### config.mk
export PLATFORM = sky130hd
export DESIGN_NAME = touch_slider_scanner_core
export DESIGN_NICKNAME = d
export VERILOG_FILES = /design/src/rtl/core/tss_pkg.sv /design/src/rtl/core/tss_table.sv /design/src/rtl/core/tss_divider.sv /design/src/rtl/core/tss_position.sv /design/src/rtl/core/touch_slider_scanner_core.sv
export SDC_FILE = /design/constraint.sdc
export NUM_CORES = 2
export LEC_CHECK = 0
export BUFFER_PORTS_ARGS = -buffer_cell sky130_fd_sc_hd__buf_4
export CAP_MARGIN = 5
export CORE_ASPECT_RATIO = 1.4
export CORE_MARGIN = 5
export CORE_UTILIZATION = 60
export CTS_CLUSTER_DIAMETER = 150
export DETAILED_ROUTE_END_ITERATION = 16
export MAX_ROUTING_LAYER = met4
export PLACE_DENSITY = 0.78
export SLEW_MARGIN = 20
export SYNTH_ARGS = -nofsm -noshare
export SYNTH_HDL_FRONTEND = slang
export SYNTH_SLANG_ARGS = --single-unit
### constraint.sdc
create_clock -name clk -period 17.05 [get_ports clk]
set_input_delay 3.41 -clock clk [delete_from_list [all_inputs] [get_ports clk]]
set_output_delay 3.41 -clock clk [all_outputs]
set_load 0.01 [all_outputs]
### src/rtl/core/tss_pkg.sv
// shared constants, command codes and types of the touch slider scanner
package tss_pkg;

  localparam int MAX_ELEC_DEF = 16;
  localparam int CNT_W        = 16;
  localparam int CH_W         = 4;
  localparam int MAP_W        = 64;
  localparam int EC_W         = 5;
  localparam int LEN_W        = 8;
  localparam int PCT_W        = 7;
  localparam int NUM_W        = CNT_W + PCT_W;
  localparam int DEN_W        = CNT_W + 1;
  localparam int CFG_IDX_W    = 3;
  localparam int SCALE_W      = PCT_W + LEN_W;
  localparam int RECIP_W      = 15;
  localparam int RECIP_S      = 21;
  localparam int RC_W         = SCALE_W + RECIP_W;

  localparam logic [EC_W-1:0]    EC_RESET   = 5'd2;
  localparam logic [MAP_W-1:0]   MAP_RESET  = 64'd169;
  localparam logic [LEN_W-1:0]   LEN_RESET  = 8'd40;
  localparam logic [CNT_W-1:0]   THR_RESET  = 16'd100;
  localparam logic [PCT_W-1:0]   PCT_FULL   = 7'd100;
  // ceil(2^21 / 100): exact division by 100 for products below 43690
  localparam logic [RECIP_W-1:0] RECIP_K    = 15'd20972;

  typedef enum logic [1:0] {
    CMD_CALIB = 2'd0,
    CMD_SCAN  = 2'd1,
    CMD_READ  = 2'd2,
    CMD_NOP   = 2'd3
  } cmd_t;

  typedef enum logic [CFG_IDX_W-1:0] {
    CFG_ELEC_COUNT = 3'd0,
    CFG_CHAN_MAP   = 3'd1,
    CFG_SLIDER_LEN = 3'd2,
    CFG_THRESHOLD  = 3'd3
  } cfg_reg_t;

  typedef struct packed {
    logic [PCT_W-1:0] pct_left;
    logic [PCT_W-1:0] pct_right;
    logic [LEN_W-1:0] dist_left;
    logic [LEN_W-1:0] dist_right;
    logic [PCT_W-1:0] abs_pct;
    logic [LEN_W-1:0] abs_dist;
  } held_t;

  typedef struct packed {
    logic busy;
    logic done;
  } pos_stat_t;

endpackage

### src/rtl/core/tss_table.sv
// per-electrode count table: synchronous memory, registered read, valid bits for zero reset
module tss_table import tss_pkg::*; #(
  parameter int DEPTH = MAX_ELEC_DEF,
  parameter int IDX_W = $clog2(MAX_ELEC_DEF)
) (
  input  logic             clk,
  input  logic             rst_n,
  input  logic             wr_en,
  input  logic [IDX_W-1:0] wr_idx,
  input  logic [CNT_W-1:0] wr_data,
  input  logic [IDX_W-1:0] rd_idx,
  output logic [CNT_W-1:0] rd_data
);

  logic [CNT_W-1:0] mem [DEPTH];
  logic [DEPTH-1:0] vld_r;
  logic [CNT_W-1:0] rd_data_r;

  always_ff @(posedge clk) begin
    if (wr_en) begin
      mem[wr_idx] <= wr_data;
    end
    // entries never written read as zero
    rd_data_r <= vld_r[rd_idx] ? mem[rd_idx] : '0;
  end

  always_ff @(posedge clk) begin
    if (!rst_n) begin
      vld_r <= '0;
    end else if (wr_en) begin
      vld_r[wr_idx] <= 1'b1;
    end
  end

  assign rd_data = rd_data_r;

endmodule

### src/rtl/core/tss_divider.sv
// restoring divider, one quotient bit per cycle, quotient known to fit in PCT_W bits
module tss_divider import tss_pkg::*; (
  input  logic             clk,
  input  logic             rst_n,
  input  logic             start,
  input  logic [NUM_W-1:0] dividend,
  input  logic [DEN_W-1:0] divisor,
  output logic             done,
  output logic [PCT_W-1:0] quotient
);

  localparam int STEP_W = $clog2(PCT_W);

  logic [NUM_W-1:0]  rem_r;
  logic [NUM_W-1:0]  dvs_r;
  logic [PCT_W-1:0]  quo_r;
  logic [STEP_W-1:0] step_r;
  logic              busy_r;
  logic              done_r;
  logic              ge;

  assign ge = (rem_r >= dvs_r);

  always_ff @(posedge clk) begin
    if (!rst_n) begin
      busy_r <= 1'b0;
      done_r <= 1'b0;
      step_r <= '0;
    end else begin
      done_r <= 1'b0;
      if (start) begin
        busy_r <= 1'b1;
        step_r <= STEP_W'(PCT_W - 1);
      end else if (busy_r) begin
        if (step_r == '0) begin
          busy_r <= 1'b0;
          done_r <= 1'b1;
        end else begin
          step_r <= step_r - 1'b1;
        end
      end
    end
  end

  always_ff @(posedge clk) begin
    if (start) begin
      rem_r <= dividend;
      dvs_r <= NUM_W'(divisor) << (PCT_W - 1);
      quo_r <= '0;
    end else if (busy_r) begin
      if (ge) begin
        rem_r <= rem_r - dvs_r;
      end
      quo_r <= {quo_r[PCT_W-2:0], ge};
      dvs_r <= dvs_r >> 1;
    end
  end

  assign done     = done_r;
  assign quotient = quo_r;

endmodule

### src/rtl/core/tss_position.sv
// slider position sequencer: percent shares, distances and absolute position, held values
module tss_position import tss_pkg::*; (
  input  logic             clk,
  input  logic             rst_n,
  input  logic             start,
  input  logic [CNT_W-1:0] d0,
  input  logic [CNT_W-1:0] d1,
  input  logic [CNT_W-1:0] thresh,
  input  logic [LEN_W-1:0] slider_len,
  output pos_stat_t        stat,
  output held_t            held
);

  typedef enum logic [2:0] {
    P_IDLE, P_DIV0, P_DIV1, P_SCALE, P_RC0, P_RC1, P_FIN
  } pstate_t;

  pstate_t            pstate_r;
  held_t              held_r;
  logic               done_r;
  logic [CNT_W-1:0]   d1_r;
  logic [DEN_W-1:0]   sum_r;
  logic [PCT_W-1:0]   p0_r;
  logic [PCT_W-1:0]   p1_r;
  logic [SCALE_W-1:0] prod0_r;
  logic [SCALE_W-1:0] prod1_r;
  logic [LEN_W-1:0]   s0_r;
  logic [LEN_W-1:0]   s1_r;

  logic               touched;
  logic               div_start;
  logic               div_done;
  logic [PCT_W-1:0]   div_q;
  logic [CNT_W-1:0]   mult_a;
  logic [NUM_W-1:0]   dividend;
  logic [DEN_W-1:0]   divisor;
  logic [SCALE_W-1:0] rc_in;
  logic [RC_W-1:0]    rc_prod;
  logic [PCT_W:0]     abs_pct_sum;
  logic [LEN_W:0]     abs_dist_sum;

  assign touched   = (d0 > thresh) || (d1 > thresh);
  assign div_start = ((pstate_r == P_IDLE) && start && touched) ||
                     ((pstate_r == P_DIV0) && div_done);
  assign mult_a    = (pstate_r == P_IDLE) ? d0 : d1_r;
  assign dividend  = NUM_W'(mult_a) * NUM_W'(PCT_FULL);
  assign divisor   = (pstate_r == P_IDLE) ? (DEN_W'(d0) + DEN_W'(d1)) : sum_r;

  // division by 100 through the reciprocal, shared by both distances
  assign rc_in   = (pstate_r == P_RC0) ? prod0_r : prod1_r;
  assign rc_prod = RC_W'(rc_in) * RC_W'(RECIP_K);

  assign abs_pct_sum  = ((PCT_W+1)'(PCT_FULL) - (PCT_W+1)'(p0_r)) + (PCT_W+1)'(p1_r);
  assign abs_dist_sum = ((LEN_W+1)'(slider_len) - (LEN_W+1)'(s0_r)) + (LEN_W+1)'(s1_r);

  tss_divider u_div (
    .clk      (clk),
    .rst_n    (rst_n),
    .start    (div_start),
    .dividend (dividend),
    .divisor  (divisor),
    .done     (div_done),
    .quotient (div_q)
  );

  always_ff @(posedge clk) begin
    if (!rst_n) begin
      pstate_r <= P_IDLE;
      held_r   <= '0;
      done_r   <= 1'b0;
    end else begin
      done_r <= 1'b0;
      case (pstate_r)
        P_IDLE: begin
          if (start) begin
            if (touched) begin
              sum_r    <= DEN_W'(d0) + DEN_W'(d1);
              d1_r     <= d1;
              pstate_r <= P_DIV0;
            end else begin
              held_r <= '0;
              done_r <= 1'b1;
            end
          end
        end
        P_DIV0: begin
          if (div_done) begin
            p0_r     <= div_q;
            pstate_r <= P_DIV1;
          end
        end
        P_DIV1: begin
          if (div_done) begin
            p1_r     <= div_q;
            pstate_r <= P_SCALE;
          end
        end
        P_SCALE: begin
          prod0_r  <= SCALE_W'(p0_r) * SCALE_W'(slider_len);
          prod1_r  <= SCALE_W'(p1_r) * SCALE_W'(slider_len);
          pstate_r <= P_RC0;
        end
        P_RC0: begin
          s0_r     <= rc_prod[RECIP_S +: LEN_W];
          pstate_r <= P_RC1;
        end
        P_RC1: begin
          s1_r     <= rc_prod[RECIP_S +: LEN_W];
          pstate_r <= P_FIN;
        end
        P_FIN: begin
          held_r.pct_left   <= p0_r;
          held_r.pct_right  <= p1_r;
          held_r.dist_left  <= s0_r;
          held_r.dist_right <= s1_r;
          held_r.abs_pct    <= abs_pct_sum[PCT_W:1];
          held_r.abs_dist   <= abs_dist_sum[LEN_W:1];
          done_r            <= 1'b1;
          pstate_r          <= P_IDLE;
        end
        default: begin
          pstate_r <= P_IDLE;
        end
      endcase
    end
  end

  assign stat.busy = (pstate_r != P_IDLE);
  assign stat.done = done_r;
  assign held      = held_r;

endmodule

### src/rtl/core/touch_slider_scanner_core.sv
// top level of the touch slider scanner: control, configuration, tables and result register
//
//  channel | direction | ports
//  --------+-----------+----------------------------------------------------------------
//  in      | request   | in_valid, in_ready, in_command, in_scan_count
//  out     | result    | out_valid, out_ready, out_next_channel, out_start_scan, position
//  cfg     | write     | cfg_valid, cfg_ready, cfg_index, cfg_data
//
// one request at a time: calibration and no-op/held reads go straight to the result
// stage, a scan first waits on the baseline memory read, and a read after a scan
// waits on the two seven-step serial divisions. reset leaves both tables reading zero
// through per-entry valid bits, so no clearing pass is needed. a finished result waits
// in the output register while the next request is taken and worked on.
module touch_slider_scanner_core import tss_pkg::*; #(
  parameter int MAX_ELECTRODES = MAX_ELEC_DEF
) (
  input  logic                 clk,
  input  logic                 rst_n,
  input  logic                 in_valid,
  output logic                 in_ready,
  input  logic [1:0]           in_command,
  input  logic [CNT_W-1:0]     in_scan_count,
  output logic                 out_valid,
  input  logic                 out_ready,
  output logic [CH_W-1:0]      out_next_channel,
  output logic                 out_start_scan,
  output logic [PCT_W-1:0]     out_pct_left,
  output logic [PCT_W-1:0]     out_pct_right,
  output logic [LEN_W-1:0]     out_dist_left,
  output logic [LEN_W-1:0]     out_dist_right,
  output logic [PCT_W-1:0]     out_abs_pct,
  output logic [LEN_W-1:0]     out_abs_dist,
  input  logic                 cfg_valid,
  output logic                 cfg_ready,
  input  logic [CFG_IDX_W-1:0] cfg_index,
  input  logic [MAP_W-1:0]     cfg_data
);

  localparam int IDX_W = $clog2(MAX_ELECTRODES);
  localparam logic [EC_W-1:0] MAX_N = EC_W'(MAX_ELECTRODES);

  typedef enum logic [2:0] {
    S_IDLE, S_SCAN, S_RD0, S_RD1, S_CALC, S_DONE
  } state_t;

  state_t           state_r;
  logic [EC_W-1:0]  elec_cnt_r;
  logic [MAP_W-1:0] chan_map_r;
  logic [LEN_W-1:0] slider_len_r;
  logic [CNT_W-1:0] thresh_r;
  logic [IDX_W-1:0] scan_idx_r;
  logic [IDX_W-1:0] calib_idx_r;
  logic             pending_r;
  logic [CNT_W-1:0] cnt_r;
  logic [CNT_W-1:0] d0_r;
  logic [CH_W-1:0]  chan_r;
  logic             start_r;
  logic             out_valid_r;
  logic [CH_W-1:0]  out_chan_r;
  logic             out_start_r;
  held_t            out_held_r;

  logic             in_fire;
  logic             out_load;
  logic [EC_W-1:0]  eff_n;
  logic [EC_W-1:0]  n_m1;
  logic [IDX_W-1:0] calib_idx_nxt;
  logic [IDX_W-1:0] scan_idx_nxt;
  logic             bl_wr_en;
  logic [CNT_W-1:0] bl_rd_data;
  logic             dl_wr_en;
  logic [IDX_W-1:0] dl_rd_idx;
  logic [CNT_W-1:0] dl_rd_data;
  logic [CNT_W-1:0] delta;
  logic             pos_start;
  pos_stat_t        pos_st;
  held_t            pos_held;

  function automatic logic [CH_W-1:0] chan_of(input logic [MAP_W-1:0] map,
                                              input logic [IDX_W-1:0] e);
    logic [5:0] base;
    base = 6'(e) << 2;
    return map[base +: CH_W];
  endfunction

  assign in_ready  = (state_r == S_IDLE);
  assign in_fire   = in_valid && in_ready;
  assign cfg_ready = 1'b1;
  assign out_load  = (state_r == S_DONE) && (!out_valid_r || out_ready);

  // electrode count clamped to 1..MAX_ELECTRODES
  assign eff_n = (elec_cnt_r == '0)  ? EC_W'(1) :
                 (elec_cnt_r > MAX_N) ? MAX_N : elec_cnt_r;
  assign n_m1  = eff_n - 1'b1;

  assign calib_idx_nxt = (EC_W'(calib_idx_r) < n_m1) ? calib_idx_r + 1'b1 : '0;
  assign scan_idx_nxt  = (EC_W'(scan_idx_r) < n_m1) ? scan_idx_r + 1'b1 : '0;

  assign bl_wr_en  = in_fire && (in_command == CMD_CALIB);
  assign dl_wr_en  = (state_r == S_SCAN);
  assign delta     = (cnt_r > bl_rd_data) ? cnt_r - bl_rd_data : '0;
  // electrode 0 is read on acceptance, electrode 1 the cycle after
  assign dl_rd_idx = (state_r == S_RD0) ? IDX_W'(1) : '0;
  assign pos_start = (state_r == S_RD1);

  tss_table #(.DEPTH(MAX_ELECTRODES), .IDX_W(IDX_W)) u_baseline (
    .clk     (clk),
    .rst_n   (rst_n),
    .wr_en   (bl_wr_en),
    .wr_idx  (calib_idx_r),
    .wr_data (in_scan_count),
    .rd_idx  (scan_idx_r),
    .rd_data (bl_rd_data)
  );

  tss_table #(.DEPTH(MAX_ELECTRODES), .IDX_W(IDX_W)) u_delta (
    .clk     (clk),
    .rst_n   (rst_n),
    .wr_en   (dl_wr_en),
    .wr_idx  (scan_idx_r),
    .wr_data (delta),
    .rd_idx  (dl_rd_idx),
    .rd_data (dl_rd_data)
  );

  tss_position u_pos (
    .clk        (clk),
    .rst_n      (rst_n),
    .start      (pos_start),
    .d0         (d0_r),
    .d1         (dl_rd_data),
    .thresh     (thresh_r),
    .slider_len (slider_len_r),
    .stat       (pos_st),
    .held       (pos_held)
  );

  always_ff @(posedge clk) begin
    if (!rst_n) begin
      elec_cnt_r   <= EC_RESET;
      chan_map_r   <= MAP_RESET;
      slider_len_r <= LEN_RESET;
      thresh_r     <= THR_RESET;
    end else if (cfg_valid && cfg_ready) begin
      case (cfg_index)
        CFG_ELEC_COUNT: elec_cnt_r   <= cfg_data[EC_W-1:0];
        CFG_CHAN_MAP:   chan_map_r   <= cfg_data;
        CFG_SLIDER_LEN: slider_len_r <= cfg_data[LEN_W-1:0];
        CFG_THRESHOLD:  thresh_r     <= cfg_data[CNT_W-1:0];
        default: ;
      endcase
    end
  end

  always_ff @(posedge clk) begin
    if (!rst_n) begin
      state_r     <= S_IDLE;
      scan_idx_r  <= '0;
      calib_idx_r <= '0;
      pending_r   <= 1'b1;
      out_valid_r <= 1'b0;
      chan_r      <= '0;
      start_r     <= 1'b0;
      out_chan_r  <= '0;
      out_start_r <= 1'b0;
      out_held_r  <= '0;
    end else begin
      if (out_valid_r && out_ready) begin
        out_valid_r <= 1'b0;
      end
      case (state_r)
        S_IDLE: begin
          if (in_fire) begin
            cnt_r   <= in_scan_count;
            chan_r  <= chan_of(chan_map_r, scan_idx_r);
            start_r <= 1'b0;
            state_r <= S_DONE;
            case (in_command)
              CMD_CALIB: begin
                calib_idx_r <= calib_idx_nxt;
                if (calib_idx_nxt == '0) begin
                  scan_idx_r <= '0;
                end
                chan_r  <= chan_of(chan_map_r, calib_idx_nxt);
                start_r <= 1'b1;
              end
              CMD_SCAN: begin
                state_r <= S_SCAN;
              end
              CMD_READ: begin
                if (pending_r) begin
                  pending_r <= 1'b0;
                  state_r   <= S_RD0;
                end
              end
              default: ;
            endcase
          end
        end
        S_SCAN: begin
          pending_r <= 1'b1;
          if (eff_n > EC_W'(1)) begin
            scan_idx_r <= scan_idx_nxt;
            chan_r     <= chan_of(chan_map_r, scan_idx_nxt);
            start_r    <= 1'b1;
          end
          state_r <= S_DONE;
        end
        S_RD0: begin
          d0_r    <= dl_rd_data;
          state_r <= S_RD1;
        end
        S_RD1: begin
          state_r <= S_CALC;
        end
        S_CALC: begin
          if (pos_st.done) begin
            state_r <= S_DONE;
          end
        end
        S_DONE: begin
          if (out_load) begin
            out_valid_r <= 1'b1;
            out_chan_r  <= chan_r;
            out_start_r <= start_r;
            out_held_r  <= pos_held;
            state_r     <= S_IDLE;
          end
        end
        default: begin
          state_r <= S_IDLE;
        end
      endcase
    end
  end

  assign out_valid        = out_valid_r;
  assign out_next_channel = out_chan_r;
  assign out_start_scan   = out_start_r;
  assign out_pct_left     = out_held_r.pct_left;
  assign out_pct_right    = out_held_r.pct_right;
  assign out_dist_left    = out_held_r.dist_left;
  assign out_dist_right   = out_held_r.dist_right;
  assign out_abs_pct      = out_held_r.abs_pct;
  assign out_abs_dist     = out_held_r.abs_dist;

  // position unit only runs while the controller waits for it
  a_pos_in_calc: assert property (@(posedge clk) disable iff (!rst_n)
    pos_st.busy |-> state_r == S_CALC)
    else $error("position unit busy outside calculation state");

  a_read_clears_pending: assert property (@(posedge clk) disable iff (!rst_n)
    in_fire && (in_command == CMD_READ) |=> !pending_r)
    else $error("read request left scan pending set");

  a_scan_sets_pending: assert property (@(posedge clk) disable iff (!rst_n)
    state_r == S_SCAN |=> pending_r)
    else $error("scan end did not mark a pending scan");

  a_shares_bounded: assert property (@(posedge clk) disable iff (!rst_n)
    out_valid |-> (8'(out_pct_left) + 8'(out_pct_right)) <= 8'd100)
    else $error("electrode shares exceed one hundred percent");

  a_index_range: assert property (@(posedge clk) disable iff (!rst_n)
    (EC_W'(scan_idx_r) < MAX_N) && (EC_W'(calib_idx_r) < MAX_N))
    else $error("electrode index beyond table depth");

endmodule

==> impl_results.md <==
- Unrepaired setup endpoints after global routing: no
- Gate Count Post-Synth: 3606
- Reg clk slew, reported paths: 0.06 ns
- # hold bufs at CTS: 0
- Most frequent CP cell: inv_1
- Arrival @ worst endpoint: 8.12 ns
- Sw Share: 0.2301
- Die height: 315.8 µm
- Endpoints failing setup: 0
- Residual DRC: 0
- Synth cell types: 86
- Worst Skew: about 0.022 ns
- Max VDD drop: ~0.00011 V
- Fin. max-slew vios: 0
- Power, Total: 3.846 mW
- Routed vias: 27.26k
- Syn nets: approximately 4.2k
- Final Cycle Share: 0.4543
- Clock root cell: clkbuf_16
- Top-count cell post-synth: nand2_1
- Switching pwr: 0.8850 mW
- Slowest library cell on the worst path: and2_1
- PortBufs: between 100 and 150
- Setup tns final: 0 ns
- Clk pwr share: 0.421
- Worst setup SP type: flop
- Worst Path Max Fanout: 17
- Seq. cell area: between 15000 and 20000 µm²
- Drt pass-1 iters: 5
- Synth top area cells: edfxtp_1 34%, dfxtp_1 14%, ha_1 11%
- Total GRT Usage: 0.2705
- Crit end category: flop
- First-pass GRT wire length: 149800 µm
- H-tree Lvls: 3
- Worst path max stage delay: 0.85 ns
- Syn avg cell area: 11.12 µm²
- Layout cell share with drive strength beyond 1: 0.1171
- Final ANT Viol Nets: 0
- Fraction of registers with async set/reset: 0
- Syn. warnings: 0
- Clock sinks: 731
- Number of global-route vias before repair: approximately 28k
- P_leak: approximately 18 nW
- I/O pins: 143
- Largest net degree at the start of global routing: 120
- Post-CTS sizing: 0
- Placed inst area: roughly 42000 µm²
- Final net count: about 4.3k
- Share of the synthesized area in the top cell type: 0.3378
- Sequential-to-total area share from yosys stat: 0.4777
- FF+latch count, synth: 731
- CTS Buf Count: 72
- Routed WL: between 90000 and 100000 µm
- Endpoints failing hold: 0
- Max_cap viols: 0
- Worst slew pin tran: 1.099 ns
- Initial drt markers: 2125
- Grt total ovfl: 0
- Clock buffer depth: 3
- Register share of total power: 0.501
- Initial antenna violation count: 12
- Post-DP HPWL: 65940 µm
- Final instance area: roughly 44000 µm²
- Post-Syn Area: 40090 µm²
- Post-synth top cells: 478 x nand2_1, 451 x edfxtp_1, 368 x inv_1, 342 x ha_1, 280 x dfxtp_1
- Critical path type: flop to flop
- Wire length per cell: roughly 20 µm
- Routability cong.: 0.9104
- Initial core utilization: 0.6035
- Min-Delay Path Class: flop to flop
- Pwr Density: 86.49 nW/µm²
- Tmin final: slightly below 8 ns
- Max Clk Rate: 129.1 MHz
- Worst skew pair latency: 0.62 ns
- CP required: between 15 and 20 ns
- Worst slack, placed: ~9.4 ns
- Combinational share of power: 0.078
- CP Cell Sequence: and2_1, mux2i_1, inv_1, xnor2_1, ha_1, o21bai_1, ha_1, inv_1, fa_1, inv_1, fa_1, inv_1, fa_1, inv_1, ha_1, a21oi_1, o21ai_0, a221oi_1, nor2b_1, a211oi_1, o21ai_1, or3_1, a31oi_1, xnor2_1
- Fill count: 4875
- Rows: 112
- Final worst slack: around 9.3 ns
- Setup bufs post-CTS: 0
- Status: finished, final reports clean
- P&R area growth vs syn: 10.93%
- Internal Power: 2.961 mW
- CTS tree: done
- Area occupied by multi-input gates: 19080 µm²
- Primary FF master, synth: edfxtp_1
- Core box area: 66420 µm²
- Die width: 228.5 µm
- Max_slew headroom: 0.2677
- Number of synthesized flops with an enable pin: 451
- DR vias/cell: 5.883
- Area leader, netlist: edfxtp_1
- Die ar.: 72160 µm²
[layer usage]
layer | global-route usage | vias to the layer above | wire length (µm)
met5 | - | - | 0
met4 | 0.1284 | 0 | 4761
met3 | 0.04105 | 262 | 5218
met2 | 0.4805 | 891 | 50040
met1 | 0.3004 | 13315 | 35370
li1 | - | 12788 | -
[cell type report]
class,count,area share
clock inverter,35,0.007569
tap,855,0.02406
antenna,12,0.0006753
inverter,371,0.03143
multi-input combinational,2355,0.4290
sequential,731,0.4307
timing repair buffer,178,0.03005
clock buffer,96,0.04654
[worst max-delay path: cells and delay by family, from the launching register on]
family	cells	cell delay [ns]
AO/OA/AOI/OAI	7	1.85
XOR/XNOR	2	0.29
adder cells (fa/ha/maj)	6	2.39
flip-flops	1	0.52
multiplexers	1	0.66
AND/OR/NAND/NOR	3	1.32
buffers and inverters	5	0.46
[through the flow]
step | hold WS, ns | utilization | instances
2_1_floorplan | 0.4249 | - | 3606
3_3_place_gp | 0.4398 | 0.6327 | 4490
3_5_place_dp | 0.4453 | 0.6327 | 4490
4_1_cts | 0.4534 | 0.6689 | 4621
5_1_grt | 0.4680 | 0.6695 | 4633
6_report | 0.4461 | 0.6695 | 4633
[path summary, 6_finish.rpt]
| check | from | to | slack, ns | depth (start not counted) |
|---|---|---|---|---|
| setup / recovery | u_pos.pstate_r[2]$_SDFFE_PN0P_ | u_pos.s0_r[7]$_DFFE_PP_ | 9.30 | 24 |
| hold reg to reg | chan_r[0]$_SDFFE_PN0P_ | out_next_channel[0]$_SDFFE_PN0P_ | 0.45 | 2 |
| setup reg to reg | u_pos.pstate_r[2]$_SDFFE_PN0P_ | u_pos.s0_r[7]$_DFFE_PP_ | 9.30 | 24 |
| hold / removal | chan_r[0]$_SDFFE_PN0P_ | out_next_channel[0]$_SDFFE_PN0P_ | 0.45 | 2 |
[power by group through the flow]
| stage | Combinational (mW) | Clock (mW) | Sequential, mW |
|---|---|---|---|
| 2_1_floorplan | 0.213 | 0 | 1.95 |
| 6_report | 0.301 | 1.62 | 1.93 |
| 4_1_cts | 0.300 | 1.64 | 1.93 |
| 5_1_grt | 0.334 | 1.72 | 1.93 |
| 3_5_place_dp | 0.296 | 0 | 1.96 |
| 3_3_place_gp | 0.290 | 0 | 1.96 |
[state kept, by name, indices dropped and copies added (netlist names), 16 cells and up]
name	flops
u_pos.sum_r	17
u_baseline.vld_r	16
chan_map_r	64
d0_r	16
u_baseline.rd_data	16
u_pos.held	45
thresh_r	16
u_delta.mem	32
u_pos.d1_r	16
u_delta.rd_data	16
cnt_r	16
u_baseline.mem	256
u_pos.u_div.rem_r	23
u_pos.u_div.dvs_r	23
[cells in the final DEF (no fill, tap or decap), drive strengths merged, types with 84 or more instances in the layout]
cell type,instances
fa,138
ha,342
nor2,245
edfxtp,451
mux4,84
clkbuf,96
a21oi,266
nand2,478
buf,178
inv,376
dfxtp,280
[cells by family (layout without fill, tap and decap cells)]
family          after synthesis  count (layout)  synth area share
compound gates              579             579           0.09098
other cells                   1              13        0.00009354
simple gates                997             997            0.1089
fa+ha+maj                   480             480            0.1757
buf+inv                     520             680           0.04950
flops                       731             731            0.4777
mux                         174             174           0.07013
xor+xnor                    124             124           0.02709
(Power assumes the default switching activity.)
